$ cat src/design/bma_pkg.sv
// shared types and constants for the block mosaic averager
// no dependencies; imported by every module of the block
`default_nettype none

package bma_pkg;

    // fixed field widths
    localparam int PIX_W      = 8;
    localparam int SUM_W      = 20;
    localparam int ROW_W      = 10;
    localparam int BCOL_W     = 10;
    localparam int CFG_W      = 11;
    localparam int IDX_W      = 2;
    localparam int Y_W        = 10;
    localparam int HEIGHT_MAX = 1024;
    localparam int OUT_DATA_W = 32;
    localparam int OUT_PAD_W  = OUT_DATA_W - PIX_W - ROW_W - BCOL_W;

    // configuration register indexes
    localparam logic [IDX_W-1:0] REG_BLOCK_SIZE   = 2'd0;
    localparam logic [IDX_W-1:0] REG_IMAGE_WIDTH  = 2'd1;
    localparam logic [IDX_W-1:0] REG_IMAGE_HEIGHT = 2'd2;

    // configuration reset values
    localparam logic [CFG_W-1:0] BLOCK_SIZE_RST   = 11'd8;
    localparam logic [CFG_W-1:0] IMAGE_WIDTH_RST  = 11'd512;
    localparam logic [CFG_W-1:0] IMAGE_HEIGHT_RST = 11'd512;

    // queue between front and back
    localparam int QUEUE_DEPTH = 4;
    localparam int QPTR_W      = 2;
    localparam int QCNT_W      = 3;

    // divider produces one quotient bit per step
    localparam int STEP_W = 3;

    // classified pixel, fixed-width part
    typedef struct packed {
        logic             first;
        logic             emit;
        logic             frame_last;
        logic [ROW_W-1:0] block_row;
        logic [PIX_W-1:0] pixel;
    } item_ctl_t;

    // back end sequencer
    typedef enum logic [1:0] {
        BK_IDLE,
        BK_ACC,
        BK_DIV,
        BK_OUT
    } back_state_t;

endpackage

`default_nettype wire

$ cat src/design/bma_queue.sv
// short fifo between the front and back ends
// depends on bma_pkg for depth constants
`default_nettype none

module bma_queue #(
    parameter int WIDTH = 32
) (
    input  wire logic             clk,
    input  wire logic             rst_n,
    input  wire logic             push,
    input  wire logic [WIDTH-1:0] din,
    output logic                  ready,
    input  wire logic             pop,
    output logic                  valid,
    output logic [WIDTH-1:0]      dout
);
    import bma_pkg::*;

    logic [WIDTH-1:0]  store_reg [QUEUE_DEPTH];
    logic [QPTR_W-1:0] wr_ptr_reg, wr_ptr_next;
    logic [QPTR_W-1:0] rd_ptr_reg, rd_ptr_next;
    logic [QCNT_W-1:0] fill_reg, fill_next;

    // status and head
    always_comb
    begin
        ready = (fill_reg != QCNT_W'(QUEUE_DEPTH));
        valid = (fill_reg != '0);
        dout  = store_reg[rd_ptr_reg];
    end

    // pointer update
    always_comb
    begin
        wr_ptr_next = push ? wr_ptr_reg + QPTR_W'(1) : wr_ptr_reg;
        rd_ptr_next = pop ? rd_ptr_reg + QPTR_W'(1) : rd_ptr_reg;
        fill_next   = fill_reg;
        if (push && !pop)
        begin
            fill_next = fill_reg + QCNT_W'(1);
        end
        else if (pop && !push)
        begin
            fill_next = fill_reg - QCNT_W'(1);
        end
    end

    always_ff @(posedge clk or negedge rst_n)
    begin
        if (!rst_n)
        begin
            wr_ptr_reg <= '0;
            rd_ptr_reg <= '0;
            fill_reg   <= '0;
        end
        else
        begin
            wr_ptr_reg <= wr_ptr_next;
            rd_ptr_reg <= rd_ptr_next;
            fill_reg   <= fill_next;
        end
    end

    // entry storage
    always_ff @(posedge clk)
    begin
        if (push)
        begin
            store_reg[wr_ptr_reg] <= din;
        end
    end

endmodule

`default_nettype wire

$ cat config.mk
export PLATFORM = sky130hd
export DESIGN_NAME = bma_queue
export DESIGN_NICKNAME = d
export VERILOG_FILES = /design/src/design/bma_pkg.sv /design/src/design/bma_queue.sv
export SDC_FILE = /design/constraint.sdc
export NUM_CORES = 1
export LEC_CHECK = 0
export BUFFER_PORTS_ARGS = -buffer_cell sky130_fd_sc_hd__buf_2
export CAP_MARGIN = 20
export CORE_MARGIN = 1
export CORE_UTILIZATION = 40
export CTS_CLUSTER_SIZE = 20
export DETAILED_ROUTE_END_ITERATION = 10
export HOLD_SLACK_MARGIN = 0.15
export SLEW_MARGIN = 20
export SYNTH_ARGS = -nofsm -noshare
export SYNTH_HDL_FRONTEND = slang
export SYNTH_SLANG_ARGS = --single-unit
$ cat constraint.sdc
create_clock -name clk -period 2.2 [get_ports clk]
set_clock_uncertainty 0.2 [all_clocks]
set_input_delay 0.22 -clock clk [delete_from_list [all_inputs] [get_ports clk]]
set_output_delay 0.22 -clock clk [all_outputs]
set_load 0.05 [all_outputs]
==> qor.csv <==
metric,value,unit
synth_nets,245,
crit_path_start_kind,flop,
fin_ws,0.00239,ns
die_y,114,um
final_common_cell,edfxtp_1,
drtPass1Iterations,4,
synthCells,203,
wl_per_cell,17.4,um
final_cell_mix,"128 x edfxtp_1, 38 x buf_2, 36 x dlygate4sd3_1",
gp_congestion,0.655,
path_max_fanout,10,
synth_area_leaders,"edfxtp_1 76%, mux4_2 12%, dfrtp_1 3.5%",
layout.nets,372,
whs,0.302,ns
die_area,13100,um2
worst_pin_slew,0.337,ns
p_per_area,1540,nW/um2
cap_viol_max_count,0,
largest_reg_flops,128,
cpPeakStageDelay,0.59,ns
cp-end-kind,output pin,
hpwlAfterDp,5350,um
crit_end,dout[18],
grt_start_max_net_pins,27,
netlist.area_leader.share,0.759,
syn_area_per_cell,24.9,um2
cts_tree,done,
worstPathCellList,"buf_12, mux4_1, buf_6",
die_x,114,um
max-vdd-ir-drop,0.666,mV
clkTransAtPathRegs,0.06,ns
syn_to_final_growth,35.0,%
clock_path_buffers,2,
status,completed,
synth_seq_cells,135,
intPower,6.83,mW
cp.required,1.78,ns
ios,70,
drcViolationCount,0,
hp-class,reg -> reg,
r2r-start,wr_ptr_reg[1],
clockPowerShare,0.267,
grt_overflow_total,0,
hold_viol,0,
crit_family,multiplexers,
initial_utilization,0.416,
pwr-share-comb,0.393,
pwr-share-seq,0.340,
h-tree-depth,4,
yosysTopAreaCell,edfxtp_1,
cts.sinks,135,
r2r_slack,0.52,ns
worstSkewPairLatency,0.40,ns
utilization,0.562,
power,10.5,mW
place_ws,0.353,ns
cp.depth,3,
portBuffers,69,
switching_share,0.352,
fillCellCount,947,
yosysUniqueCellTypes,19,
setup.worst_path.class,reg -> out,
viasPerCell,4.74,
routed_wl,8870,um
cp.buffers_inverters,2,
layout_min_cycle_time,2.20,ns
antenna_found_initial,0,
grt_pass1_vias,2649,
max_slew_margin,0.775,
final_max_slew_viol_count,0,
tns,0,ns
power.leakage,2.44,nW
yosysSeqAreaShare,0.794,
finalSetupViolCount,0,
drive_above_1_share,0.423,
first_iter_violations,156,
net-switching-power,3.71,mW
synth_area,5060,um2
rsz0062_at_grt,yes,
grt_pass1_wl,13800,um
yosys_warnings,0,
cts_made_buffers,17,
min_period_over_period,0.999,
core_area,12200,um2
r2r-end,store_reg[1][18],
root_buffer,clkbuf_16,
clock.fmax,455,MHz
grt_usage,0.149,
ff2ff_path_depth,4,
ant_nets,0,
rows,40,
cp.arrival,1.78,ns
worstSetupStartpoint,rd_ptr_reg[0],
antenna_cells,0,
vias,2424,
cp_slowest_cell,mux4_1,
==> area by class of cell <==
class / count / area, um2 / share of cell area
multi-input combinational: 56 / 942 / 0.138
inverter: 4 / 15.0 / 0.00220
tap: 168 / 210 / 0.0308
timing repair buffer: 116 / 1040 / 0.152
clock buffer: 18 / 429 / 0.0628
sequential: 135 / 4020 / 0.589
clock inverter: 14 / 175 / 0.0256
==> metal layers <==
metal / up-vias / GRT usage / share of wire
met1: 1235 / 0.170 / 0.41
met3: 15 / 0.0397 / 0.046
li1: 1108 / - / -
met4: 0 / 0.0623 / 0.015
met5: - / 0 / 0
met2: 66 / 0.264 / 0.52
==> synth_stat cells <==
cell type  instances
mux4_1             4
clkbuf_1           1
edfxtp_1         128
mux2_2             1
inv_1              4
nand2_1            3
buf_2              3
and2_1             4
xor2_1             4
fa_1               1
mux4_2            28
dfrtp_1            7
nor2_1             2
or3_1              1
buf_12             3
buf_6              1
xnor2_1            2
ha_1               5
o21ai_0            1
==> per-stage QoR <==
stage	cell area (um2)	instances
after floorplan	5060	203
after global placement	5650	442
after detailed placement	5650	442
after CTS	6820	512
after global routing	6830	511
final	6830	511
==> logic make-up (layout without fill, tap and decap cells) <==
group	count (synthesis)	count (layout)	share of synthesized area
xor gates and xnor gates	6	6	0.0104
and+or+nand+nor	10	10	0.00989
muxes	33	33	0.148
AOI/OAI and AO/OA	1	1	0.000988
buffers and inverters	12	152	0.0208
adders and majority gates	6	6	0.0163
DFF	135	135	0.794
==> power by group through the flow <==
stage                     clock (mW)  combinational, mW  sequential (mW)
after global routing            2.98               4.37             3.63
final                           2.81               4.14             3.58
after detailed placement           0               3.56             3.63
after global placement             0               3.57             3.60
after floorplan                    0               2.88             3.53
after CTS                       2.88               4.18             3.59
==> worst register-to-register path, delay by kind of cell, from the launching register on <==
kind,cells,cell delay (ns)
adder cells (fa/ha/maj),1,0.15
buffers and inverters,2,0.35
AND/OR/NAND/NOR,1,0.27
flip-flops,1,0.39
==> worst min path at each step <==
stage                start          end  slack [ns]  depth (start not counted)
2_1_floorplan        rst_n  fill_reg[0]       -0.28                          0
3_3_place_gp         rst_n  fill_reg[2]       -0.13                          1
3_5_place_dp         rst_n  fill_reg[2]       -0.13                          1
4_1_cts        fill_reg[2]  fill_reg[2]        0.29                          1
5_1_grt        fill_reg[2]  fill_reg[2]        0.34                          1
6_report       fill_reg[2]  fill_reg[2]        0.30                          1
==> what timing repair did <==
| action | in CTS | in global routing |
|---|---|---|
| hold buffers | 36 | 0 |
| hold endpoints to repair | 140 | 0 |
| resized for setup | 53 | 12 |
| setup endpoints to repair | 32 | 30 |
| gates cloned | 1 | 0 |
| setup buffers | 1 | 0 |
(Power assumes the default switching activity.)
