[src/design/bma_pkg.sv]
// shared types and constants for the block mosaic averager
// no dependencies; imported by every module of the block
`default_nettype none

package bma_pkg;

    // fixed field widths
    localparam int PIX_W      = 8;
    localparam int SUM_W      = 20;
    localparam int ROW_W      = 10;
    localparam int BCOL_W     = 10;
    localparam int CFG_W      = 11;
    localparam int IDX_W      = 2;
    localparam int Y_W        = 10;
    localparam int HEIGHT_MAX = 1024;
    localparam int OUT_DATA_W = 32;
    localparam int OUT_PAD_W  = OUT_DATA_W - PIX_W - ROW_W - BCOL_W;

    // configuration register indexes
    localparam logic [IDX_W-1:0] REG_BLOCK_SIZE   = 2'd0;
    localparam logic [IDX_W-1:0] REG_IMAGE_WIDTH  = 2'd1;
    localparam logic [IDX_W-1:0] REG_IMAGE_HEIGHT = 2'd2;

    // configuration reset values
    localparam logic [CFG_W-1:0] BLOCK_SIZE_RST   = 11'd8;
    localparam logic [CFG_W-1:0] IMAGE_WIDTH_RST  = 11'd512;
    localparam logic [CFG_W-1:0] IMAGE_HEIGHT_RST = 11'd512;

    // queue between front and back
    localparam int QUEUE_DEPTH = 4;
    localparam int QPTR_W      = 2;
    localparam int QCNT_W      = 3;

    // divider produces one quotient bit per step
    localparam int STEP_W = 3;

    // classified pixel, fixed-width part
    typedef struct packed {
        logic             first;
        logic             emit;
        logic             frame_last;
        logic [ROW_W-1:0] block_row;
        logic [PIX_W-1:0] pixel;
    } item_ctl_t;

    // back end sequencer
    typedef enum logic [1:0] {
        BK_IDLE,
        BK_ACC,
        BK_DIV,
        BK_OUT
    } back_state_t;

endpackage

`default_nettype wire

[src/design/bma_front.sv]
// front end: tracks the raster position and classifies each pixel
// depends on bma_pkg
`default_nettype none

module bma_front #(
    parameter int XW    = 10,
    parameter int B1    = 7,
    parameter int CNT_W = 14
) (
    input  wire logic                    clk,
    input  wire logic                    rst_n,
    input  wire logic                    restart,
    input  wire logic [B1-1:0]           bs,
    input  wire logic [XW-1:0]           w_last,
    input  wire logic [bma_pkg::Y_W-1:0] h_last,
    input  wire logic                    in_valid,
    input  wire logic [bma_pkg::PIX_W-1:0] in_pixel,
    output logic                         accept,
    input  wire logic                    q_ready,
    output bma_pkg::item_ctl_t           item_ctl,
    output logic [XW-1:0]                item_col,
    output logic [CNT_W-1:0]             item_count
);
    import bma_pkg::*;

    logic [XW-1:0]    x_reg, x_next;
    logic [XW-1:0]    col_reg, col_next;
    logic [B1-1:0]    xin_reg, xin_next;
    logic [Y_W-1:0]   y_reg, y_next;
    logic [B1-1:0]    rib_reg, rib_next;
    logic [ROW_W-1:0] brow_reg, brow_next;
    logic             last_x;
    logic             last_y;
    logic             col_end;
    logic             band_end;
    logic [B1-1:0]    bs_m1;
    logic [B1-1:0]    xin_p1;
    logic [B1-1:0]    rib_p1;

    // position classification
    always_comb
    begin
        bs_m1    = bs - B1'(1);
        last_x   = (x_reg == w_last);
        last_y   = (y_reg == h_last);
        col_end  = (xin_reg == bs_m1) || last_x;
        band_end = (rib_reg == bs_m1) || last_y;
        xin_p1   = xin_reg + B1'(1);
        rib_p1   = rib_reg + B1'(1);
        accept   = in_valid && q_ready;
    end

    // item handed to the queue
    always_comb
    begin
        item_ctl.first      = (xin_reg == '0) && (rib_reg == '0);
        item_ctl.emit       = col_end && band_end;
        item_ctl.frame_last = last_x && last_y;
        item_ctl.block_row  = brow_reg;
        item_ctl.pixel      = in_pixel;
        item_col            = col_reg;
        // block width is the pixels seen in this row, height the rows seen in the band
        item_count          = CNT_W'(xin_p1) * CNT_W'(rib_p1);
    end

    // raster counters advance on every transaction
    always_comb
    begin
        x_next    = x_reg;
        col_next  = col_reg;
        xin_next  = xin_reg;
        y_next    = y_reg;
        rib_next  = rib_reg;
        brow_next = brow_reg;
        if (restart)
        begin
            x_next    = '0;
            col_next  = '0;
            xin_next  = '0;
            y_next    = '0;
            rib_next  = '0;
            brow_next = '0;
        end
        else if (accept)
        begin
            if (last_x)
            begin
                x_next   = '0;
                col_next = '0;
                xin_next = '0;
                if (last_y)
                begin
                    y_next    = '0;
                    rib_next  = '0;
                    brow_next = '0;
                end
                else
                begin
                    y_next = y_reg + Y_W'(1);
                    if (rib_reg == bs_m1)
                    begin
                        rib_next  = '0;
                        brow_next = brow_reg + ROW_W'(1);
                    end
                    else
                    begin
                        rib_next = rib_p1;
                    end
                end
            end
            else
            begin
                x_next = x_reg + XW'(1);
                if (xin_reg == bs_m1)
                begin
                    xin_next = '0;
                    col_next = col_reg + XW'(1);
                end
                else
                begin
                    xin_next = xin_p1;
                end
            end
        end
    end

    always_ff @(posedge clk or negedge rst_n)
    begin
        if (!rst_n)
        begin
            x_reg    <= '0;
            col_reg  <= '0;
            xin_reg  <= '0;
            y_reg    <= '0;
            rib_reg  <= '0;
            brow_reg <= '0;
        end
        else
        begin
            x_reg    <= x_next;
            col_reg  <= col_next;
            xin_reg  <= xin_next;
            y_reg    <= y_next;
            rib_reg  <= rib_next;
            brow_reg <= brow_next;
        end
    end

endmodule

`default_nettype wire

[config.mk]
export PLATFORM = sky130hd
export DESIGN_NAME = bma_front
export DESIGN_NICKNAME = d
export VERILOG_FILES = /design/src/design/bma_pkg.sv /design/src/design/bma_front.sv
export SDC_FILE = /design/constraint.sdc
export NUM_CORES = 1
export LEC_CHECK = 0
export BUFFER_PORTS_ARGS = -buffer_cell sky130_fd_sc_hd__buf_4
export CAP_MARGIN = 20
export CORE_ASPECT_RATIO = 0.6
export CORE_MARGIN = 2
export CORE_UTILIZATION = 47
export DETAILED_ROUTE_END_ITERATION = 7
export PLACE_DENSITY = 0.71
export RECOVER_POWER = 100
export SLEW_MARGIN = 20
export SYNTH_ARGS = -nofsm -noshare
export SYNTH_HDL_FRONTEND = slang
export SYNTH_SLANG_ARGS = --single-unit
[constraint.sdc]
create_clock -name clk -period 5.5 [get_ports clk]
set_input_delay 0.825 -clock clk [delete_from_list [all_inputs] [get_ports clk]]
set_output_delay 0.825 -clock clk [all_outputs]
set_load 0.02 [all_outputs]
==> results of run 1 <==
[power groups by stage]
stage          clock, uW  sequential (uW)  combinational [uW]
6_report             365              429                 201
5_1_grt              392              430                 220
4_1_cts              373              428                 205
3_5_place_dp           0              435                 201
3_3_place_gp           0              434                 197
2_1_floorplan          0              436                 118
[cell usage after synthesis (3+ instances only)]
master    number
and3_1        15
mux2i_1        3
o211ai_1       4
nor2_1        54
ha_1          41
buf_6          4
dfrtp_1       54
clkbuf_1      13
a21oi_1       16
nor4_4         3
nand3_1       22
fa_1          24
a21o_1         4
xnor2_1       26
inv_1         36
o21ai_0       45
o31ai_1        6
xor2_1        31
nand2b_1      12
nor2b_1        8
a31oi_1        6
nor3b_1        6
or2_2         10
o21a_1         6
nand4_1        6
nand2_1       46
o21ai_1        4
nor3_1         7
buf_4          8
buf_2          4
or4_1          6
nor4_1         4
[what timing repair did]
item	4_1_cts	5_1_grt
buffers inserted	5	1
setup endpoints to repair	5	7
cloned	0	0
pin swaps	6	14
hold endpoints to repair	0	0
resized for setup	16	12
[worst register-to-register path: cells and delay by family (launching register included)]
family,cells,cell delay (ps)
flip-flops,1,420
AO/OA/AOI/OAI,2,310
adder cells (fa/ha/maj),1,350
buffers and inverters,2,340
AND/OR/NAND/NOR,4,2100
[layer usage]
| metal | vias to the layer above | routed length, um | share of wire (%) | track usage (%) |
|---|---|---|---|---|
| met5 | - | 0 | 0 | 0 |
| met4 | 0 | 49 | 0.37 | 2.94 |
| met3 | 6 | 743 | 5.6 | 3.89 |
| met2 | 135 | 5870 | 44 | 35.2 |
| met1 | 2236 | 6610 | 50 | 36.2 |
| li1 | 2218 | - | - | - |
[final timing paths]
path                                          from                       to  slack [ps]  cells past startpoint
max                         xin_reg[0]$_DFFE_PN0P_           item_count[12]        -520                     19
min                        brow_reg[0]$_DFFE_PN0P_  brow_reg[0]$_DFFE_PN0P_         530                      1
max reg2reg                 rib_reg[4]$_DFFE_PN0P_  brow_reg[3]$_DFFE_PN0P_        1900                      9
min reg2reg                brow_reg[0]$_DFFE_PN0P_  brow_reg[0]$_DFFE_PN0P_         530                      1
max in group asynchronous                    rst_n   rib_reg[2]$_DFFE_PN0P_        2140                      1
min in group asynchronous                    rst_n  item_col[4]$_DFFE_PN0P_        1470                      1
[placed cells by master (no fill, tap or decap), types with 6 or more instances in the layout]
cell type and n:
and3_1 13, a21oi_1 13, o21ai_0 49, o31ai_1 6, dfrtp_2 6, nor4_1 6
nand4_1 7, nor3b_1 6, dfrtp_1 48, nor2b_1 7, nor3_1 8, clkbuf_1 27
o21a_1 6, nand3_1 16, buf_4 102, nand2b_1 12, xor2_1 26, inv_1 32
ha_1 37, fa_1 24, nor2_1 52, xnor2_1 20, or2_2 8, nand2_1 45
a31oi_1 6
[through the flow]
step	util, %	hold slack [ps]	worst slack, ps	setup TNS [ps]
finish	60.8	532	-524	-1740
global route	60.8	568	-718	-2610
CTS	61.9	538	-504	-1520
detailed placement	59.2	527	-223	-511
global placement	59.2	511	-155	-343
floorplan	-	487	-186	-186
[cell families (layout without fill, tap and decap cells)]
group / count (synthesis) / in the layout / synth area share, %
buf+inv: 65 / 174 / 5.99
simple gates: 215 / 215 / 22.6
xor+xnor: 60 / 60 / 10.9
flops: 54 / 54 / 26.2
compound gates: 113 / 113 / 14.3
fa+ha+maj: 66 / 66 / 19.4
mux: 3 / 3 / 0.582
[layout make-up]
cell class                      instances  area share [%]
Multi-Input combinational cell        457            57.9
Inverter                               36            2.09
Timing Repair Buffer                  131            13.7
Clock inverter                          1           0.464
Clock buffer                            6            2.15
Tap cell                              139            2.69
Sequential cell                        54            21.0
==> summary.txt, run 1 <==
Outcome = complete, but fails checks
Failing checks = capacitance limit, slew limit, setup timing
Count of hold-fix buffers inserted at cts = 0
Skew-Pair Late Insertion Delay = 300 ps
Synth top area cells = dfrtp_1 (26%), ha_1 (9.9%), fa_1 (9.3%), xor2_1 (5.3%), xnor2_1 (4.4%)
Core ar. = 10600 um^2
Pleak = 0.00304 uW
Syn Std Cell Area = 5160 um^2
Final Non-Filler Cells = 824
Multi-input gate area = 3740 um^2
Total track usage = 23.3%
Worst Setup End Kind = primary output
Dpl cell area = 6290 um^2
Synth Flop Type = dfrtp_1
DR vias/cell = 5.58
Slew @ Worst Pin = 2930 ps
Share of flip-flops with an asynchronous set or reset = 100%
Comb pwr share = 20.2%
Post-synth EDFFs = 0
Ratio of cells with drive above 1 in the final layout = 25.4%
Antenna diodes = 0
CTS Buffer Depth = 2
Syn nets = 681
Crit path max fanout = 7
Die height = 85.2 um
Seq/Total Area, Yosys = 26.2%
Hold WC Path Type = reg -> reg
# DRC = 0
Syn Inst Count = 576
Slowest stage delay, CP = 520 ps
Die Area = 11900 um^2
Initial DRC Count = 393
Largest net degree at the start of global routing = 55
Final wirelength = 13300 um
Pwr Total = 995 uW
Cell internal pwr = 725 uW
Cts bufs inserted = 5
Routed Antenna Nets = 0
CP Class = reg -> out
P per Cell Area = 154 nW/um^2
WP data required = 4680 ps
Worst Slack Setup Final = -524 ps
Crit-path slowest cell = fa_1
Fmax = 0.166 GHz
Top delay family on crit path = adder cells
RD Place Congestion = 0.882
Largest area contributor in the netlist = dfrtp_1
Inst Count DP = 811
Sw power = 271 uW
Distinct cells, synth = 65
Slew headroom = -95.2%
Sequential fraction of design power = 43.1%
Yosys warns = 0
Setup-failing EPs final = 5
Synth-to-layout area growth = 25.2%
Switch share = 27.2%
Most frequent cell on the critical path = fa_1
Clock Sinks = 54
H-tree levels = 2
Clock root buffer = clkbuf_16
Tmin final = 6020 ps
Synthesized flop and latch total = 54
Die Span X = 139 um
Grt total ovfl = 0
Register area = 1360 um^2
Row count = 29
Clock power share = 36.7%
Pre-antenna DRT Iters = 5
Global-route wire length before repair = 22600 um
Number of global-route vias before repair = 4559
Crit path DAT = 5200 ps
Dpl hpwl = 10300 um
Initial core utilization = 48.6%
Worst vdd ir = 0.141 mV
Vias = 4595
Routed len/inst = 16.1 um
Nets = 790
Mean Syn Cell Area = 8.96 um^2
Fin area = 6460 um^2
Filler instances = 928
Final Skew = 7.61 ps
Period utilisation layout = 110%
CTS tree = yes
Clk slew on worst S/H paths = 70 ps
Initial antenna violation count = 0
Hold Vio Cnt, Final = 0
Top-area cell type share of the netlist area = 26.2%
RSZ-0062 raised after global routing = true
I/O Buffers = 69
Max Slew Vio Count = 55
Max-cap violations = 1
Critical Path Start Type = flip-flop
IO Pins = 86
Cell Chain, Critical Path = ha_4 -> nand3_4 -> xor2_4 -> nor2_2 -> fa_1 -> inv_2 -> fa_1 -> inv_1 -> fa_1 -> inv_2 -> fa_1 -> inv_2 -> ha_4 -> nor2b_1 -> o21a_1 -> o41ai_2 -> or4b_4 -> o211ai_1 -> buf_4
CP Buf/Inv Count = 5
Power figures use the tool's default switching activity.
==> inputs of run 2 (changes only) <==
CORE_MARGIN = 3   (was 2)
PLACE_DENSITY = 0.68   (was 0.71)
clock period = 5.8 ns   (was 5.5 ns; I/O delays follow)
==> run 2 against run 1 <==
  * The run still ends with capacitance limit, slew limit, setup timing left
  * Setup slack gained 200 ps
  * Core utilization up 1.3 points
  * Global-route usage decreased by 0.38 points
  * First-iteration DRC count decreased by 6.9%
  * Critical path depth did not move
  * Wire length is 3.6% higher
  * Final cell count fell by 2.5%
  * Hold slack barely moved
  * Total power fell by 8.6%
  * Register-to-register slack better by 840 ps
  * Die area increased by 3.8%
==> summary.txt, run 2 (synthesis results as in run 1) <==
Crit-path slowest cell = fa_1
Count of hold-fix buffers inserted at cts = 0 (unchanged)
Fin area = 6370 um^2 (-1.4%)
Grt total ovfl = 0 (unchanged)
RSZ-0062 raised after global routing = true
Pre-antenna DRT Iters = 5 (unchanged)
Worst vdd ir = 0.175 mV (+25%)
Total track usage = 23.0% (-0.38 points)
Most frequent cells in the layout = buf_4 (91), nor2_1 (49), dfrtp_1 (48), nand2_1 (45), o21ai_0 (45)
H-tree levels = 2 (unchanged)
CTS tree = yes
Max-cap violations = 1 (unchanged)
Clk slew on worst S/H paths = 70 ps (about the same)
Clock root buffer = clkbuf_16
Critical Path Start Type = flip-flop
Hold path cells = 1 (unchanged)
Pleak = 0.00295 uW (-2.8%)
Tmin final = 6120 ps
Dpl cell area = 6110 um^2 (-2.8%)
Hold Vio Cnt, Final = 0 (unchanged)
Filler instances = 892 (-3.9%)
Pwr Total = 910 uW (-8.6%)
CP Class = reg -> out
Clock Sinks = 54 (unchanged)
Inst Count DP = 785 (-3.2%)
Slowest stage delay, CP = 550 ps (+30 ps)
Antenna diodes = 0 (unchanged)
Max Slew Vio Count = 55 (unchanged)
Die Area = 12300 um^2 (+3.8%)
Die height = 87.2 um (+2.3%)
IO Pins = 86 (unchanged)
Reg2Reg Launch Point = x_reg[0]$_DFFE_PN0P_
Initial core utilization = 50.3% (+1.7 points)
Cell internal pwr = 644 uW (-11%)
Setup crit start = rib_reg[0]$_DFFE_PN0P_
Final setup TNS = -897 ps (+847 ps)
Synth-to-layout area growth = 23.5%
Dpl hpwl = 10700 um (+3.6%)
Die Span X = 141 um (+1.4%)
Switch share = 29.3% (+2.1 points)
Crit path max fanout = 4 (-3)
Most frequent cell on the critical path = fa_1
Period utilisation layout = 106%
Pre-CTS WS = -39.3 ps (+184 ps)
Clock power share = 34.1% (-2.6 points)
Number of global-route vias before repair = 4594 (+0.77%)
Slew @ Worst Pin = 2950 ps (+27.6 ps)
Cell Chain, Critical Path = ha_4 -> nand2_2 -> nor2_2 -> xnor2_2 -> or2_4 -> fa_1 -> fa_1 -> inv_2 -> fa_1 -> inv_2 -> fa_1 -> inv_2 -> ha_4 -> nor2b_1 -> o21a_1 -> o41ai_4 -> or4b_4 -> o211ai_1 -> buf_4
RD Place Congestion = 0.879 (-0.26%)
Cells on worst reg2reg path = 7 (-2)
Slew headroom = -97.0% (-1.8 points)
Initial antenna violation count = 0 (unchanged)
P per Cell Area = 143 nW/um^2 (-7.3%)
Sw power = 266 uW (-1.6%)
Core ar. = 10300 um^2 (-3.4%)
Worst Setup End Kind = primary output
Outcome = complete, but fails checks
Fmax = 0.163 GHz
Failing checks = capacitance limit, slew limit, setup timing
Comb pwr share = 21.0% (+0.8 points)
Worst Slack Setup Final = -323 ps (+201 ps)
Cts bufs inserted = 5 (unchanged)
Ratio of cells with drive above 1 in the final layout = 25.0% (-0.40 points)
Routed len/inst = 17.1 um (+6.3%)
Vias = 4565 (-0.65%)
Global-route wire length before repair = 23000 um (+1.5%)
Crit path DAT = 5250 ps (+50 ps)
Setup-failing EPs final = 3 (-2)
Final Skew = 8.52 ps (+0.908 ps)
Nets = 772 (-2.3%)
Largest net degree at the start of global routing = 55 (unchanged)
Final wirelength = 13800 um (+3.6%)
Initial DRC Count = 366 (-6.9%)
Row count = 28 (-3.4%)
DR vias/cell = 5.68 (+1.9%)
Skew-Pair Late Insertion Delay = 300 ps (about the same)
WP data required = 4930 ps (+250 ps)
Final Non-Filler Cells = 803 (-2.5%)
CTS Buffer Depth = 2 (unchanged)
Hold_sp = brow_reg[0]$_DFFE_PN0P_
# DRC = 0 (unchanged)
Hold WC Path Type = reg -> reg
Leading cell type in the layout, fill and taps excluded = buf_4
I/O Buffers = 69 (unchanged)
Sequential fraction of design power = 44.9% (+1.8 points)
Routed Antenna Nets = 0 (unchanged)
run 2: power by group through the flow:
stage	sequential [uW]	combinational, uW	clock (uW)
6_report	409	191	310
5_1_grt	411	207	329
4_1_cts	407	188	314
3_5_place_dp	414	185	0
3_3_place_gp	413	182	0
2_1_floorplan	414	111	0
run 2: per-layer routing:
metal	up-vias	GRT usage (%)	share of wire [%]
li1	2180	-	-
met1	2211	35.8	51
met2	159	33.1	42
met3	15	4.55	6.7
met4	0	3.96	0.91
met5	-	0	0
run 2: final timing paths:
check                                           to  slack, ps
max                                 item_count[12]       -320
min in group asynchronous   xin_reg[3]$_DFFE_PN0P_       1520
max reg2reg                brow_reg[6]$_DFFE_PN0P_       2740
max in group asynchronous   rib_reg[1]$_DFFE_PN0P_       2360
min                        brow_reg[0]$_DFFE_PN0P_        530
min reg2reg                brow_reg[0]$_DFFE_PN0P_        530
run 2: through the flow:
step | hold WS, ps | utilization, %
5_1_grt | 559 | 62.1
3_3_place_gp | 516 | 59.5
2_1_floorplan | 487 | -
4_1_cts | 540 | 61.6
3_5_place_dp | 527 | 59.5
6_report | 532 | 62.1
run 2: layout make-up:
cell class | count | area (um^2) | share of cell area [%]
Multi-Input combinational cell | 457 | 3790 | 59.5
Sequential cell | 54 | 1360 | 21.3
Timing Repair Buffer | 113 | 773 | 12.1
Tap cell | 135 | 169 | 2.65
Clock buffer | 7 | 143 | 2.24
Inverter | 36 | 135 | 2.12
Clock inverter | 1 | 5.00 | 0.0785
run 2: timing repair:
action / in CTS / in global routing
cloned: 0 / 0
buffers inserted: 4 / 6
setup endpoints to repair: 4 / 5
resized for setup: 7 / 21
pin swaps: 3 / 27
run 2: worst max-delay path: cells and delay by family (launching register included):
family | cells | cell delay, ps
xor+xnor | 1 | 130
buf+inv | 4 | 300
compound gates | 3 | 670
simple gates | 5 | 970
fa+ha+maj | 6 | 2440
flops | 1 | 440
==> inputs of run 3 (changes only) <==
CORE_ASPECT_RATIO = default   (was 0.6)
==> run 3 against run 2 <==
  * The flow still finishes with violations (capacitance limit, slew limit, setup timing)
  * Clock skew rose by 2.0 ps
  * Via count fell by 2.6%
  * Sequential share of layout area rose by 0.53 points
  * Design area fell by 2.5%
  * Clock power fell by 31%
  * Critical path type unchanged
  * Critical endpoint unchanged
  * Largest cell class unchanged
  * Highest routed layer unchanged
==> summary.txt, run 3 (synthesis results as in run 1) <==
Outcome = complete, but fails checks
Failing checks = capacitance limit, slew limit, setup timing
Util after Layout = 59.1% (-3.0 points)
Crit path max fanout = 5 (+1)
Hold_sp = x_reg[8]$_DFFE_PN0P_
Slew headroom = -97.4% (-0.45 points)
RSZ-0062 raised after global routing = true
Ratio of cells with drive above 1 in the final layout = 22.5% (-2.5 points)
Worst vdd ir = 0.106 mV (-40%)
Clock Sinks = 54 (unchanged)
Cell Chain, Critical Path = ha_4 -> nand2_4 -> nor2_4 -> xnor2_2 -> or2_4 -> fa_1 -> fa_1 -> inv_2 -> fa_1 -> inv_2 -> fa_1 -> inv_2 -> ha_4 -> nor2b_4 -> o21a_1 -> o41ai_4 -> or4b_4 -> o211ai_1 -> buf_4
Clock root buffer = clkbuf_8
DR vias/cell = 5.57 (-2.0%)
Initial core utilization = 49.1% (-1.2 points)
Routed Antenna Nets = 0 (unchanged)
P per Cell Area = 128 nW/um^2 (-10%)
Pre-antenna DRT Iters = 4 (-1)
CTS Buffer Depth = 2 (unchanged)
Crit path DAT = 5200 ps (-50 ps)
Most frequent cells in the layout = buf_4 (79), nor2_1 (51), dfrtp_1 (49), o21ai_0 (46), nand2_1 (45)
Tmin final = 6070 ps (-49.7 ps)
Total track usage = 20.0% (-2.9 points)
# DRC = 0 (unchanged)
Inst Count DP = 786 (+0.13%)
Reg2Reg Launch Point = x_reg[5]$_DFFE_PN0P_
Worst Slack Setup Final = -273 ps (+49.7 ps)
Die Span X = 111 um (-22%)
Period utilisation layout = 105% (-0.86 points)
Number of global-route vias before repair = 4434 (-3.5%)
Worst Setup End Kind = primary output
Die Area = 12300 um^2 (-0.33%)
Worst hold path endpoint = x_reg[8]$_DFFE_PN0P_
Worst hold slack = 544 ps (+11.3 ps)
Hold path cells = 1 (unchanged)
Internal reg-to-reg setup slack = 2810 ps (+70 ps)
Largest net degree at the start of global routing = 55 (unchanged)
Cts bufs inserted = 5 (unchanged)
Leading cell type in the layout, fill and taps excluded = buf_4
I/O Buffers = 69 (unchanged)
Cells on worst reg2reg path = 7 (unchanged)
Initial DRC Count = 183 (-50%)
Max Slew Vio Count = 55 (unchanged)
CTS tree = yes
RD Place Congestion = 0.874 (-0.61%)
Dpl hpwl = 9680 um (-9.3%)
Hold WC Path Type = reg -> reg
Most frequent cell on the critical path = fa_1
Die height = 111 um (+27%)
Slew @ Worst Pin = 2960 ps (+6.71 ps)
Skew-Pair Late Insertion Delay = 310 ps (about the same)
IO Pins = 86 (unchanged)
Hold Vio Cnt, Final = 0 (unchanged)
Pre-CTS WS = -167 ps (-128 ps)
Clk slew on worst S/H paths = 100 ps (+30 ps)
Critical Path Start Type = flip-flop
Slowest stage delay, CP = 540 ps (about the same)
Setup-failing EPs final = 3 (unchanged)
Core ar. = 10500 um^2 (+2.4%)
Final Non-Filler Cells = 798 (-0.62%)
Crit-path slowest cell = fa_1
Max-cap violations = 1 (unchanged)
Antenna diodes = 0 (unchanged)
Filler instances = 965 (+8.2%)
Initial antenna violation count = 0 (unchanged)
Row count = 37 (+32%)
Count of hold-fix buffers inserted at cts = 0 (unchanged)
Global-route wire length before repair = 21100 um (-8.4%)
R2r endpoint = brow_reg[6]$_DFFE_PN0P_
Vias = 4447 (-2.6%)
Final Skew = 10.5 ps (+1.98 ps)
Synth-to-layout area growth = 20.4%
Final wirelength = 12200 um (-11%)
Pleak = 0.00289 uW (-2.2%)
Nets = 766 (-0.78%)
CP Class = reg -> out
H-tree levels = 2 (unchanged)
Routed len/inst = 15.3 um (-11%)
Fmax = 0.165 GHz (+0.82%)
WP data required = 4930 ps (about the same)
Grt total ovfl = 0 (unchanged)
[run 3: cell types whose count changed in the layout (fill, tap and decap cells not counted), sizes merged]
| cell | change |
|---|---|
| buf | -11 |
| clkbuf | +4 |
| clkinv | +1 |
[run 3: report_power, final]
part           switching [uW]  total [uW]  internal (uW)
clock                     129         215           85.7
combinational             101         177           76.3
sequential               16.8         405            388
[run 3: final cells by class]
type / instances / area [um^2] / share of cell area (%)
Clock buffer: 6 / 72.6 / 1.17
Clock inverter: 2 / 13.8 / 0.222
Inverter: 36 / 135 / 2.17
Multi-Input combinational cell: 457 / 3750 / 60.4
Sequential cell: 54 / 1360 / 21.8
Tap cell: 136 / 170 / 2.74
Timing Repair Buffer: 107 / 713 / 11.5
[run 3: metal layers]
| metal | wire (um) | up-vias | track usage [%] |
|---|---|---|---|
| li1 | - | 2156 | - |
| met1 | 5710 | 2155 | 28.7 |
| met4 | 90 | 0 | 2.63 |
| met3 | 620 | 19 | 3.28 |
| met5 | 0 | - | 0 |
| met2 | 5810 | 117 | 32.8 |
[run 3: worst max-delay path: cells and delay by family, from the launching register on]
family | cells | cell delay [ps]
and+or+nand+nor | 5 | 970
adders and majority gates | 6 | 2440
xor gates and xnor gates | 1 | 130
DFF | 1 | 460
AOI/OAI and AO/OA | 3 | 590
buffers and inverters | 4 | 300
[run 3: worst max-delay path by stage]
stage                                 from        endpoint  slack [ps]  cells past startpoint
floorplan           xin_reg[3]$_DFFE_PN0P_  item_count[12]           6                     19
global placement    rib_reg[2]$_DFFE_PN0P_  item_count[12]          10                     18
detailed placement  rib_reg[0]$_DFFE_PN0P_  item_count[12]        -170                     19
CTS                 rib_reg[0]$_DFFE_PN0P_  item_count[12]        -280                     18
global route        rib_reg[0]$_DFFE_PN0P_  item_count[13]        -460                     21
finish              rib_reg[0]$_DFFE_PN0P_  item_count[12]        -270                     19
[run 3: timing repair]
| item | CTS | global route |
|---|---|---|
| pin swaps | 9 | 15 |
| buffers inserted | 2 | 2 |
| endpoints found under the setup margin | 4 | 5 |
| gates resized for setup | 12 | 14 |
| hold endpoints to repair | 0 | 0 |
[run 3: per-stage QoR]
step	power (uW)	cell area, um^2	setup TNS (ps)
finish	797	6210	-743
global route	835	6210	-1480
CTS	812	6260	-761
detailed placement	598	6110	-167
global placement	595	6110	0
floorplan	525	5380	0
